===== config.mk =====
export PLATFORM = sky130hd
export DESIGN_NAME = learned_resistor_ladder_buttons
export DESIGN_NICKNAME = d
export VERILOG_FILES = /design/src/rtl/lrlb_pkg.sv /design/src/rtl/lrlb_cell.sv /design/src/rtl/learned_resistor_ladder_buttons.sv
export SDC_FILE = /design/constraint.sdc
export NUM_CORES = 2
export LEC_CHECK = 0
export ABC_AREA = 1
export BUFFER_PORTS_ARGS = -buffer_cell sky130_fd_sc_hd__buf_4
export CORE_MARGIN = 2
export CORE_UTILIZATION = 55
export DETAILED_ROUTE_END_ITERATION = 10
export PLACE_DENSITY = 0.71
export SYNTH_ARGS = -nofsm -noshare
export SYNTH_HDL_FRONTEND = slang
export SYNTH_HIERARCHICAL = 1
export SYNTH_SLANG_ARGS = --single-unit

===== constraint.sdc =====
create_clock -name clk -period 8.5 [get_ports clk]
set_clock_uncertainty 0.2 [all_clocks]
set_input_delay 0 -clock clk [delete_from_list [all_inputs] [get_ports clk]]
set_output_delay 0 -clock clk [all_outputs]
set_load 0.01 [all_outputs]

===== src/rtl/lrlb_pkg.sv =====
`timescale 1ns / 1ps
// ----------------------------------------------------------------------------
// lrlb_pkg
// Shared types and codes for the resistor-ladder button decoder.
// ----------------------------------------------------------------------------
package lrlb_pkg;

    // number of button codes that can be learned (learn index 0 .. BUTTON_KINDS-1)
    localparam int BUTTON_KINDS = 7;

    // sample kinds
    localparam logic [2:0] KIND_POLL        = 3'd0;
    localparam logic [2:0] KIND_LEARN       = 3'd1;
    localparam logic [2:0] KIND_STEP_START  = 3'd2;
    localparam logic [2:0] KIND_LEARN_BEGIN = 3'd3;
    localparam logic [2:0] KIND_LEARN_END   = 3'd4;
    localparam logic [2:0] KIND_IDLE        = 3'd5;

    // learn status codes
    localparam logic [2:0] LS_NONE    = 3'd0;
    localparam logic [2:0] LS_PENDING = 3'd1;
    localparam logic [2:0] LS_OK      = 3'd2;
    localparam logic [2:0] LS_CLASH   = 3'd3;
    localparam logic [2:0] LS_FULL    = 3'd4;
    localparam logic [2:0] LS_TIMEOUT = 3'd5;
    localparam logic [2:0] LS_DONE    = 3'd6;

    // actions with auto-repeat
    localparam logic [2:0] ACT_NONE     = 3'd0;
    localparam logic [2:0] ACT_VOL_UP   = 3'd1;
    localparam logic [2:0] ACT_VOL_DOWN = 3'd2;

    // configuration register indexes
    localparam logic [2:0] CFG_MATCH_WINDOW  = 3'd0;
    localparam logic [2:0] CFG_STABLE        = 3'd1;
    localparam logic [2:0] CFG_REPEAT_START  = 3'd2;
    localparam logic [2:0] CFG_REPEAT_EVERY  = 3'd3;
    localparam logic [2:0] CFG_AGREE_MV      = 3'd4;
    localparam logic [2:0] CFG_AGREE_COUNT   = 3'd5;
    localparam logic [2:0] CFG_LEARN_TIMEOUT = 3'd6;

    // search token handed from cell to cell
    typedef struct packed {
        logic        valid;
        logic [11:0] mv;
        logic [11:0] bestd;
        logic [2:0]  best;
        logic        hit;
    } lrlb_probe_t;

    // table write request for one cell
    typedef struct packed {
        logic        en;
        logic [11:0] level;
        logic [2:0]  action;
    } lrlb_wr_t;

    function automatic logic [11:0] absdiff12(input logic [11:0] a, input logic [11:0] b);
        absdiff12 = (a > b) ? (a - b) : (b - a);
    endfunction

endpackage


===== src/rtl/lrlb_cell.sv =====
`timescale 1ns / 1ps
// ----------------------------------------------------------------------------
// lrlb_cell
// One table entry: holds a learned level and action, updates the passing
// search token with the nearest match and hands it to the next cell.
// ----------------------------------------------------------------------------
module lrlb_cell (
    input  logic                clk,
    input  logic                rst_n,
    input  logic                active,
    input  lrlb_pkg::lrlb_wr_t  wr,
    input  lrlb_pkg::lrlb_probe_t probe_in,
    output lrlb_pkg::lrlb_probe_t probe_out
);
    import lrlb_pkg::*;

    logic [11:0] level_reg;
    logic [2:0]  action_reg;
    lrlb_probe_t probe_reg;
    lrlb_probe_t probe_next;
    logic [11:0] lvl_diff;

    // entry storage
    always_ff @(posedge clk)
    begin
        if (wr.en)
        begin
            level_reg  <= wr.level;
            action_reg <= wr.action;
        end
    end

    // nearest-match update, earlier cell wins ties
    always_comb
    begin
        lvl_diff   = absdiff12(probe_in.mv, level_reg);
        probe_next = probe_in;
        if (active && (lvl_diff < probe_in.bestd))
        begin
            probe_next.bestd = lvl_diff;
            probe_next.best  = action_reg;
            probe_next.hit   = 1'b1;
        end
    end

    // token register toward the next cell
    always_ff @(posedge clk or negedge rst_n)
    begin
        if (!rst_n)
        begin
            probe_reg <= '0;
        end
        else
        begin
            probe_reg <= probe_next;
        end
    end

    assign probe_out = probe_reg;

endmodule


===== src/rtl/learned_resistor_ladder_buttons.sv =====
`timescale 1ns / 1ps
// ----------------------------------------------------------------------------
// learned_resistor_ladder_buttons
// Resistor-ladder button decoder with a learned level table held in a chain
// of cells; poll debounce, volume auto-repeat and learn sequencing.
// ----------------------------------------------------------------------------
//  channel  | direction | handshake               | payload
//  s_*      | in        | s_tvalid / s_tready     | s_tuser kind, s_tdata sample
//  m_*      | out       | m_tvalid / m_tready     | m_tdata result
//  cfg_*    | in        | cfg_valid / cfg_ready   | cfg_index, cfg_data
//
//  an item that needs a table lookup (poll off idle level, learn sample that
//  completes agreement) passes ST_PREP, ST_SEARCH and ST_FIN, the token walking
//  one cell per cycle; any other item goes from ST_PREP straight to ST_FIN
//  one item is in work at a time; the next is accepted in the cycle after the
//  result is loaded, also while that result waits
//  reset clears control state and loads the register defaults; the table is
//  empty after reset, no clearing pass
//  a stalled result holds in the output register; cfg_ready is always high
// ----------------------------------------------------------------------------
module learned_resistor_ladder_buttons #(
    parameter int TABLE_DEPTH = 16
) (
    input  logic        clk,
    input  logic        rst_n,
    input  logic        s_tvalid,
    output logic        s_tready,
    input  logic [63:0] s_tdata,   // sample_mv[11:0], sample_ok[12], now_us[60:13], learn_index[63:61]
    input  logic [2:0]  s_tuser,   // kind[2:0]
    output logic        m_tvalid,
    input  logic        m_tready,
    output logic [23:0] m_tdata,   // action[2:0], learn_status[5:3], learned_mv[17:6],
                                   // learned_count[22:18], table_ready[23]
    input  logic        cfg_valid,
    output logic        cfg_ready,
    input  logic [2:0]  cfg_index,
    input  logic [23:0] cfg_data
);
    import lrlb_pkg::*;

    localparam int CNT_W = $clog2(TABLE_DEPTH + 1);

    typedef enum logic [3:0] {
        ST_IDLE   = 4'b0001,
        ST_PREP   = 4'b0010,
        ST_SEARCH = 4'b0100,
        ST_FIN    = 4'b1000
    } state_t;

    state_t state_reg, state_next;

    // latched request
    logic [2:0]  kind_reg;
    logic [11:0] mv_reg;
    logic        ok_reg;
    logic [47:0] now_reg;
    logic [2:0]  idx_reg;

    // configuration
    logic [11:0] win_reg;
    logic [3:0]  stable_reg;
    logic [23:0] rstart_reg;
    logic [23:0] revery_reg;
    logic [11:0] agmv_reg;
    logic [3:0]  agcnt_reg;
    logic [9:0]  tmo_reg;

    // decoder state
    logic [CNT_W-1:0] count_reg, count_next;
    logic             map_reg, map_next;
    logic [11:0]      idle_reg, idle_next;
    logic [2:0]       held_reg, held_next;
    logic [3:0]       run_reg, run_next;
    logic [47:0]      since_reg, since_next;
    logic [47:0]      last_reg, last_next;
    logic             lon_reg, lon_next;
    logic [12:0]      prev_reg, prev_next;
    logic [3:0]       agree_reg, agree_next;
    logic [9:0]       tries_reg, tries_next;
    logic [2:0]       code_reg, code_next;

    // lookup result
    logic       srch_hit_reg, srch_hit_next;
    logic [2:0] srch_best_reg, srch_best_next;

    // output register
    logic        out_valid_reg, out_valid_next;
    logic [23:0] out_data_reg, out_data_next;

    // chain
    lrlb_probe_t chain [TABLE_DEPTH+1];
    logic        wr_en;

    // working signals
    logic [12:0] mv_plus_win;
    logic        release_lvl;
    logic        learn_below;
    logic        agree_hit;
    logic [3:0]  agree_inc;
    logic        agree_done;
    logic [3:0]  run_inc;
    logic [9:0]  tries_inc;
    logic [47:0] hold_el;
    logic [47:0] rep_el;
    logic        need_search;
    logic        fin_go;
    logic [2:0]  act;
    logic [2:0]  status;
    logic [11:0] rec;
    logic [2:0]  cur;
    logic [31:0] cnt_ext;

    assign s_tready  = (state_reg == ST_IDLE);
    assign cfg_ready = 1'b1;
    assign m_tvalid  = out_valid_reg;
    assign m_tdata   = out_data_reg;

    // request latch
    always_ff @(posedge clk)
    begin
        if (s_tvalid && s_tready)
        begin
            kind_reg <= s_tuser;
            mv_reg   <= s_tdata[11:0];
            ok_reg   <= s_tdata[12];
            now_reg  <= s_tdata[60:13];
            idx_reg  <= s_tdata[63:61];
        end
    end

    // configuration registers
    always_ff @(posedge clk or negedge rst_n)
    begin
        if (!rst_n)
        begin
            win_reg    <= 12'd90;
            stable_reg <= 4'd4;
            rstart_reg <= 24'd600000;
            revery_reg <= 24'd140000;
            agmv_reg   <= 12'd25;
            agcnt_reg  <= 4'd6;
            tmo_reg    <= 10'd400;
        end
        else if (cfg_valid && cfg_ready)
        begin
            unique case (cfg_index)
                CFG_MATCH_WINDOW:  win_reg    <= cfg_data[11:0];
                CFG_STABLE:        stable_reg <= cfg_data[3:0];
                CFG_REPEAT_START:  rstart_reg <= cfg_data;
                CFG_REPEAT_EVERY:  revery_reg <= cfg_data;
                CFG_AGREE_MV:      agmv_reg   <= cfg_data[11:0];
                CFG_AGREE_COUNT:   agcnt_reg  <= cfg_data[3:0];
                CFG_LEARN_TIMEOUT: tmo_reg    <= cfg_data[9:0];
                default:           ;
            endcase
        end
    end

    // search token launch
    always_comb
    begin
        chain[0].valid = (state_reg == ST_PREP) && need_search;
        chain[0].mv    = mv_reg;
        chain[0].bestd = win_reg;
        chain[0].best  = ACT_NONE;
        chain[0].hit   = 1'b0;
    end

    // cell chain, one table entry per cell
    genvar gi;
    generate
        for (gi = 0; gi < TABLE_DEPTH; gi++)
        begin : g_cell
            lrlb_wr_t cell_wr;
            logic     cell_active;

            always_comb
            begin
                cell_active   = CNT_W'(gi) < count_reg;
                cell_wr.en    = wr_en && (count_reg == CNT_W'(gi));
                cell_wr.level = mv_reg;
                cell_wr.action = code_reg + 3'd1;
            end

            lrlb_cell u_cell (
                .clk       (clk),
                .rst_n     (rst_n),
                .active    (cell_active),
                .wr        (cell_wr),
                .probe_in  (chain[gi]),
                .probe_out (chain[gi+1])
            );
        end
    endgenerate

    // shared comparisons on the latched request
    always_comb
    begin
        mv_plus_win = {1'b0, mv_reg} + {1'b0, win_reg};
        release_lvl = mv_plus_win > {1'b0, idle_reg};
        learn_below = ok_reg && (mv_plus_win < {1'b0, idle_reg});
        agree_hit   = prev_reg[12] && (absdiff12(mv_reg, prev_reg[11:0]) < agmv_reg);
        agree_inc   = (agree_reg < 4'd15) ? (agree_reg + 4'd1) : agree_reg;
        agree_done  = learn_below && agree_hit && (agree_inc >= agcnt_reg);
        run_inc     = (run_reg < 4'd15) ? (run_reg + 4'd1) : run_reg;
        tries_inc   = (tries_reg < 10'd1023) ? (tries_reg + 10'd1) : tries_reg;
        hold_el     = now_reg - since_reg;
        rep_el      = now_reg - last_reg;
        need_search = ((kind_reg == KIND_POLL) && map_reg && ok_reg && !release_lvl) ||
                      ((kind_reg == KIND_LEARN) && lon_reg && agree_done);
        fin_go      = (state_reg == ST_FIN) && (!out_valid_reg || m_tready);
    end

    // sequencer and state update
    always_comb
    begin
        state_next     = state_reg;
        count_next     = count_reg;
        map_next       = map_reg;
        idle_next      = idle_reg;
        held_next      = held_reg;
        run_next       = run_reg;
        since_next     = since_reg;
        last_next      = last_reg;
        lon_next       = lon_reg;
        prev_next      = prev_reg;
        agree_next     = agree_reg;
        tries_next     = tries_reg;
        code_next      = code_reg;
        srch_hit_next  = srch_hit_reg;
        srch_best_next = srch_best_reg;
        out_valid_next = out_valid_reg && !m_tready;
        out_data_next  = out_data_reg;
        wr_en          = 1'b0;
        act            = ACT_NONE;
        status         = LS_NONE;
        rec            = 12'd0;
        cur            = ACT_NONE;
        cnt_ext        = 32'd0;

        unique case (state_reg)
            ST_IDLE:
            begin
                if (s_tvalid)
                begin
                    state_next = ST_PREP;
                end
            end
            ST_PREP:
            begin
                srch_hit_next  = 1'b0;
                srch_best_next = ACT_NONE;
                state_next     = need_search ? ST_SEARCH : ST_FIN;
            end
            ST_SEARCH:
            begin
                if (chain[TABLE_DEPTH].valid)
                begin
                    srch_hit_next  = chain[TABLE_DEPTH].hit;
                    srch_best_next = chain[TABLE_DEPTH].best;
                    state_next     = ST_FIN;
                end
            end
            ST_FIN:
            begin
                if (fin_go)
                begin
                    state_next = ST_IDLE;
                    unique case (kind_reg)
                        KIND_POLL:
                        begin
                            if (map_reg && ok_reg)
                            begin
                                cur = release_lvl ? ACT_NONE : srch_best_reg;
                                if (cur != held_reg)
                                begin
                                    if (run_inc < stable_reg)
                                    begin
                                        run_next = run_inc;
                                    end
                                    else
                                    begin
                                        run_next   = 4'd0;
                                        held_next  = cur;
                                        since_next = now_reg;
                                        last_next  = 48'd0;
                                        act        = cur;
                                    end
                                end
                                else
                                begin
                                    run_next = 4'd0;
                                    if (((held_reg == ACT_VOL_UP) || (held_reg == ACT_VOL_DOWN)) &&
                                        (hold_el > {24'd0, rstart_reg}) &&
                                        (rep_el > {24'd0, revery_reg}))
                                    begin
                                        last_next = now_reg;
                                        act       = held_reg;
                                    end
                                end
                            end
                        end
                        KIND_LEARN:
                        begin
                            if (lon_reg)
                            begin
                                if (agree_done)
                                begin
                                    agree_next = agree_inc;
                                    lon_next   = 1'b0;
                                    if (srch_hit_reg)
                                    begin
                                        status = LS_CLASH;
                                        rec    = mv_reg;
                                    end
                                    else if (count_reg >= CNT_W'(TABLE_DEPTH))
                                    begin
                                        status = LS_FULL;
                                    end
                                    else
                                    begin
                                        wr_en      = 1'b1;
                                        count_next = count_reg + CNT_W'(1);
                                        status     = LS_OK;
                                        rec        = mv_reg;
                                    end
                                end
                                else
                                begin
                                    if (learn_below)
                                    begin
                                        agree_next = agree_hit ? agree_inc : 4'd0;
                                        prev_next  = {1'b1, mv_reg};
                                    end
                                    else
                                    begin
                                        agree_next = 4'd0;
                                        prev_next  = 13'd0;
                                    end
                                    tries_next = tries_inc;
                                    if (tries_inc >= tmo_reg)
                                    begin
                                        lon_next = 1'b0;
                                        status   = LS_TIMEOUT;
                                    end
                                    else
                                    begin
                                        status = LS_PENDING;
                                    end
                                end
                            end
                        end
                        KIND_STEP_START:
                        begin
                            if (idx_reg >= 3'(BUTTON_KINDS))
                            begin
                                lon_next = 1'b0;
                                status   = LS_DONE;
                            end
                            else
                            begin
                                lon_next   = 1'b1;
                                code_next  = idx_reg;
                                prev_next  = 13'd0;
                                agree_next = 4'd0;
                                tries_next = 10'd0;
                                status     = LS_PENDING;
                            end
                        end
                        KIND_LEARN_BEGIN:
                        begin
                            count_next = '0;
                            idle_next  = ok_reg ? mv_reg : 12'd0;
                            map_next   = 1'b0;
                            lon_next   = 1'b0;
                        end
                        KIND_LEARN_END:
                        begin
                            map_next = (count_reg != '0);
                            lon_next = 1'b0;
                        end
                        KIND_IDLE:
                        begin
                            idle_next = ok_reg ? mv_reg : 12'd0;
                        end
                        default:
                        begin
                        end
                    endcase
                    cnt_ext        = 32'(count_next);
                    out_valid_next = 1'b1;
                    out_data_next  = {map_next, cnt_ext[4:0], rec, status, act};
                end
            end
            default:
            begin
                state_next = ST_IDLE;
            end
        endcase
    end

    // control registers
    always_ff @(posedge clk or negedge rst_n)
    begin
        if (!rst_n)
        begin
            state_reg     <= ST_IDLE;
            count_reg     <= '0;
            map_reg       <= 1'b0;
            idle_reg      <= 12'd0;
            held_reg      <= ACT_NONE;
            run_reg       <= 4'd0;
            since_reg     <= 48'd0;
            last_reg      <= 48'd0;
            lon_reg       <= 1'b0;
            prev_reg      <= 13'd0;
            agree_reg     <= 4'd0;
            tries_reg     <= 10'd0;
            code_reg      <= 3'd0;
            srch_hit_reg  <= 1'b0;
            srch_best_reg <= ACT_NONE;
            out_valid_reg <= 1'b0;
        end
        else
        begin
            state_reg     <= state_next;
            count_reg     <= count_next;
            map_reg       <= map_next;
            idle_reg      <= idle_next;
            held_reg      <= held_next;
            run_reg       <= run_next;
            since_reg     <= since_next;
            last_reg      <= last_next;
            lon_reg       <= lon_next;
            prev_reg      <= prev_next;
            agree_reg     <= agree_next;
            tries_reg     <= tries_next;
            code_reg      <= code_next;
            srch_hit_reg  <= srch_hit_next;
            srch_best_reg <= srch_best_next;
            out_valid_reg <= out_valid_next;
        end
    end

    // result payload
    always_ff @(posedge clk)
    begin
        out_data_reg <= out_data_next;
    end

endmodule


==> key figures <==
Pwr
  – Clk pwr share: between 20% and 30%
  – Seq pwr share: a little under a third
  – Total power: 23.8 mW
  – P_int: around 13 mW
  – LEAKAGE: 45.3 nW
  – VDD IR max: 0.186 mV
  – Sw frac: between 40% and 50%
  – Sw power: ~11 mW
  – Combinational Power Share: 49.3%
  – Pwr/cell area: ~280 mW/mm^2

Global route
  – Gr ovfl total: 0
  – Pin count of the biggest net entering global routing: about 170
  – Vias in the first global route: 63993
  – Gr usage total: between 30% and 40%
  – Initial antenna violation count: 13
  – First-pass GRT wire length: 362 mm

CTS
  – Clock input transition at the sequential cells of the worst setup and hold paths: 60 ps
  – Clock Tree Root: clkbuf_16
  – PostCTS Resize Cnt: 0
  – CTS Buf Count: 111
  – Clock latency on the worst-skew pair: 750 ps
  – Worst-case clock buffer depth: 3
  – CTS tree: done
  – CTS Sinks: 1022
  – CTS Hold Bufs: between 150 and 200
  – CTS H-tree depth: 3
  – Setup Buffers After CTS: 0

Floorplan
  – IO Pins: 126
  – Core Rows: between 100 and 150
  – Die ar.: approximately 0.14 sq mm
  – Die width: 376 um
  – Core area: 0.137 sq mm
  – Initial Util: between 50 and 60%
  – Die Ht: roughly 380 um

STA
  – Worst rel slew slack: roughly 15%
  – Period utilization: approximately 81%
  – Post-route minimum period: 6920 ps
  – Slew at the pin closest to its max-slew limit: roughly 1300 ps
  – Pins Over Slew Limit: 0
  – Max Clk Rate: 145 MHz
  – Setup Viol. Count Final: 0
  – Final hold vios: 0
  – Setup Total Neg Slack: 0 ps
  – Unrepaired setup endpoints after global routing: no

Critical path
  – Critical path buffer and inverter count: 3
  – Critical path origin: mv_reg[3]
  – R2r startpoint: mv_reg[3]
  – CP required: between 8000 and 9000 ps
  – Slowest CP cell: nor2_1
  – CP arrival: 7040 ps
  – Crit Path Max Fanout: 15
  – Crit-path most repeated cell: nand2_1
  – Critical Path Start Type: register
  – Endpoint class of the critical path: register
  – Setup CP Type: reg2reg
  – Slowest Stage Delay on Critical Path: ~980 ps
  – Cell family with most CP delay: simple AND/OR/NAND/NOR gates

Detailed routing
  – DR vias: slightly below 70000
  – Avg WL per Cell: between 15 and 20 um
  – Post-route ant nets: 0
  – Drt first-iter violations: roughly 6300
  – Routed Wire Length: about 230 mm
  – # DRC: 0
  – Vias per inst: between 5 and 6
  – DRT Pass-1 Iters: 6

Cells and area
  – Final #Nets: approximately 12000
  – Layout cell share with drive strength beyond 1: slightly above 7%
  – Max FFs per register: 440
  – Final Core Density: around 61%
  – Final instance area: ~0.084 sq mm
  – Layout filler cell count: 12473
  – Finished Layout Cells: between 10000 and 15000
  – P&R area growth vs syn: 10.4%

Logic synthesis
  – Cells after Synth: 10439
  – Synthesis warning total: 6
  – Average size of a mapped cell: 7.30 sq um
  – Post-Syn Area: about 0.076 sq mm

Placement
  – DPL Wire Length: about 180 mm
  – Placed Cells: roughly 12000
  – Final RePlAce weighted congestion: approximately 0.99
  – Port Buffers: around 120
  – Dpl cell area: just under 0.08 sq mm

Min path
  – Min-delay src: cfg_data[10]
  – Worst min path class: in2reg

Run
  – Max cap viols: 0

Outcome
  – Status: finished, final reports clean
layout make-up:
type | count | area [sq um] | share of cell area [%]
repair buffers | 346 | 3140 | 3.73
diodes | 6 | 15.0 | 0.0178
inverters | 2064 | 7750 | 9.20
clock inverters | 63 | 546 | 0.648
well taps | 1794 | 2240 | 2.67
multi-input cells | 7182 | 40100 | 47.6
clock buffers | 148 | 3130 | 3.72
flip-flops and latches | 1022 | 27300 | 32.4
metrics by stage:
step	hold WS, ps	setup WS, ps
finish	140	1580
global route	133	780
CTS	46.8	1550
detailed placement	-214	1640
global placement	-210	1600
floorplan	-496	2580
tightest hold or removal path, delay by kind of cell:
kind,cells,cell delay (ps)
compound gates,1,200
buf+inv,3,800
layout by cell type (no fill, tap or decap), drive strengths merged, types with 23 or more instances in the layout:
master          n
ha            770
clkinv         36
nor2          519
or2            24
a21oi         445
xor2          161
fa             37
o21ai         356
dfrtp         663
o21bai         42
nand4         180
xnor2          60
nor3           62
clkbuf        148
nand3         750
buf           160
o22ai          23
and2          111
dfstp          28
dlygate4sd3   186
inv          2077
edfxtp        331
nand2        3568
layer usage:
layer / track usage, % / routed length (um) / vias up
li1: - / - / 33107
met1: 46.3 / 104000 / 31635
met2: 52.7 / 105000 / 2451
met3: 5.01 / 18300 / 387
met4: 9.24 / 7030 / 4
met5: 0 / 27 / -
power by group through the flow:
| stage | Sequential (mW) | Clock (mW) | Combinational [mW] |
|---|---|---|---|
| 2_1_floorplan | 6.78 | 0 | 8.33 |
| 3_3_place_gp | 7.22 | 0 | 11.2 |
| 3_5_place_dp | 7.23 | 0 | 11.4 |
| 4_1_cts | 7.16 | 4.95 | 11.6 |
| 5_1_grt | 7.25 | 5.15 | 13.2 |
| 6_report | 7.17 | 4.89 | 11.7 |
worst paths after layout:
kind | to | slack (ps) | cells past startpoint
worst max-delay path | g_cell[14].u_cell/level_reg[10] | 1580 | 27
max in group asynchronous | revery_reg[22] | 6030 | 5
min in group asynchronous | g_cell[8].u_cell/probe_out[10] | 240 | 4
worst min register to register | g_cell[5].u_cell/probe_out[28] | 150 | 0
worst max register to register | g_cell[14].u_cell/level_reg[10] | 1580 | 27
worst min-delay path | agmv_reg[10] | 140 | 4
(Power assumes the default switching activity.)
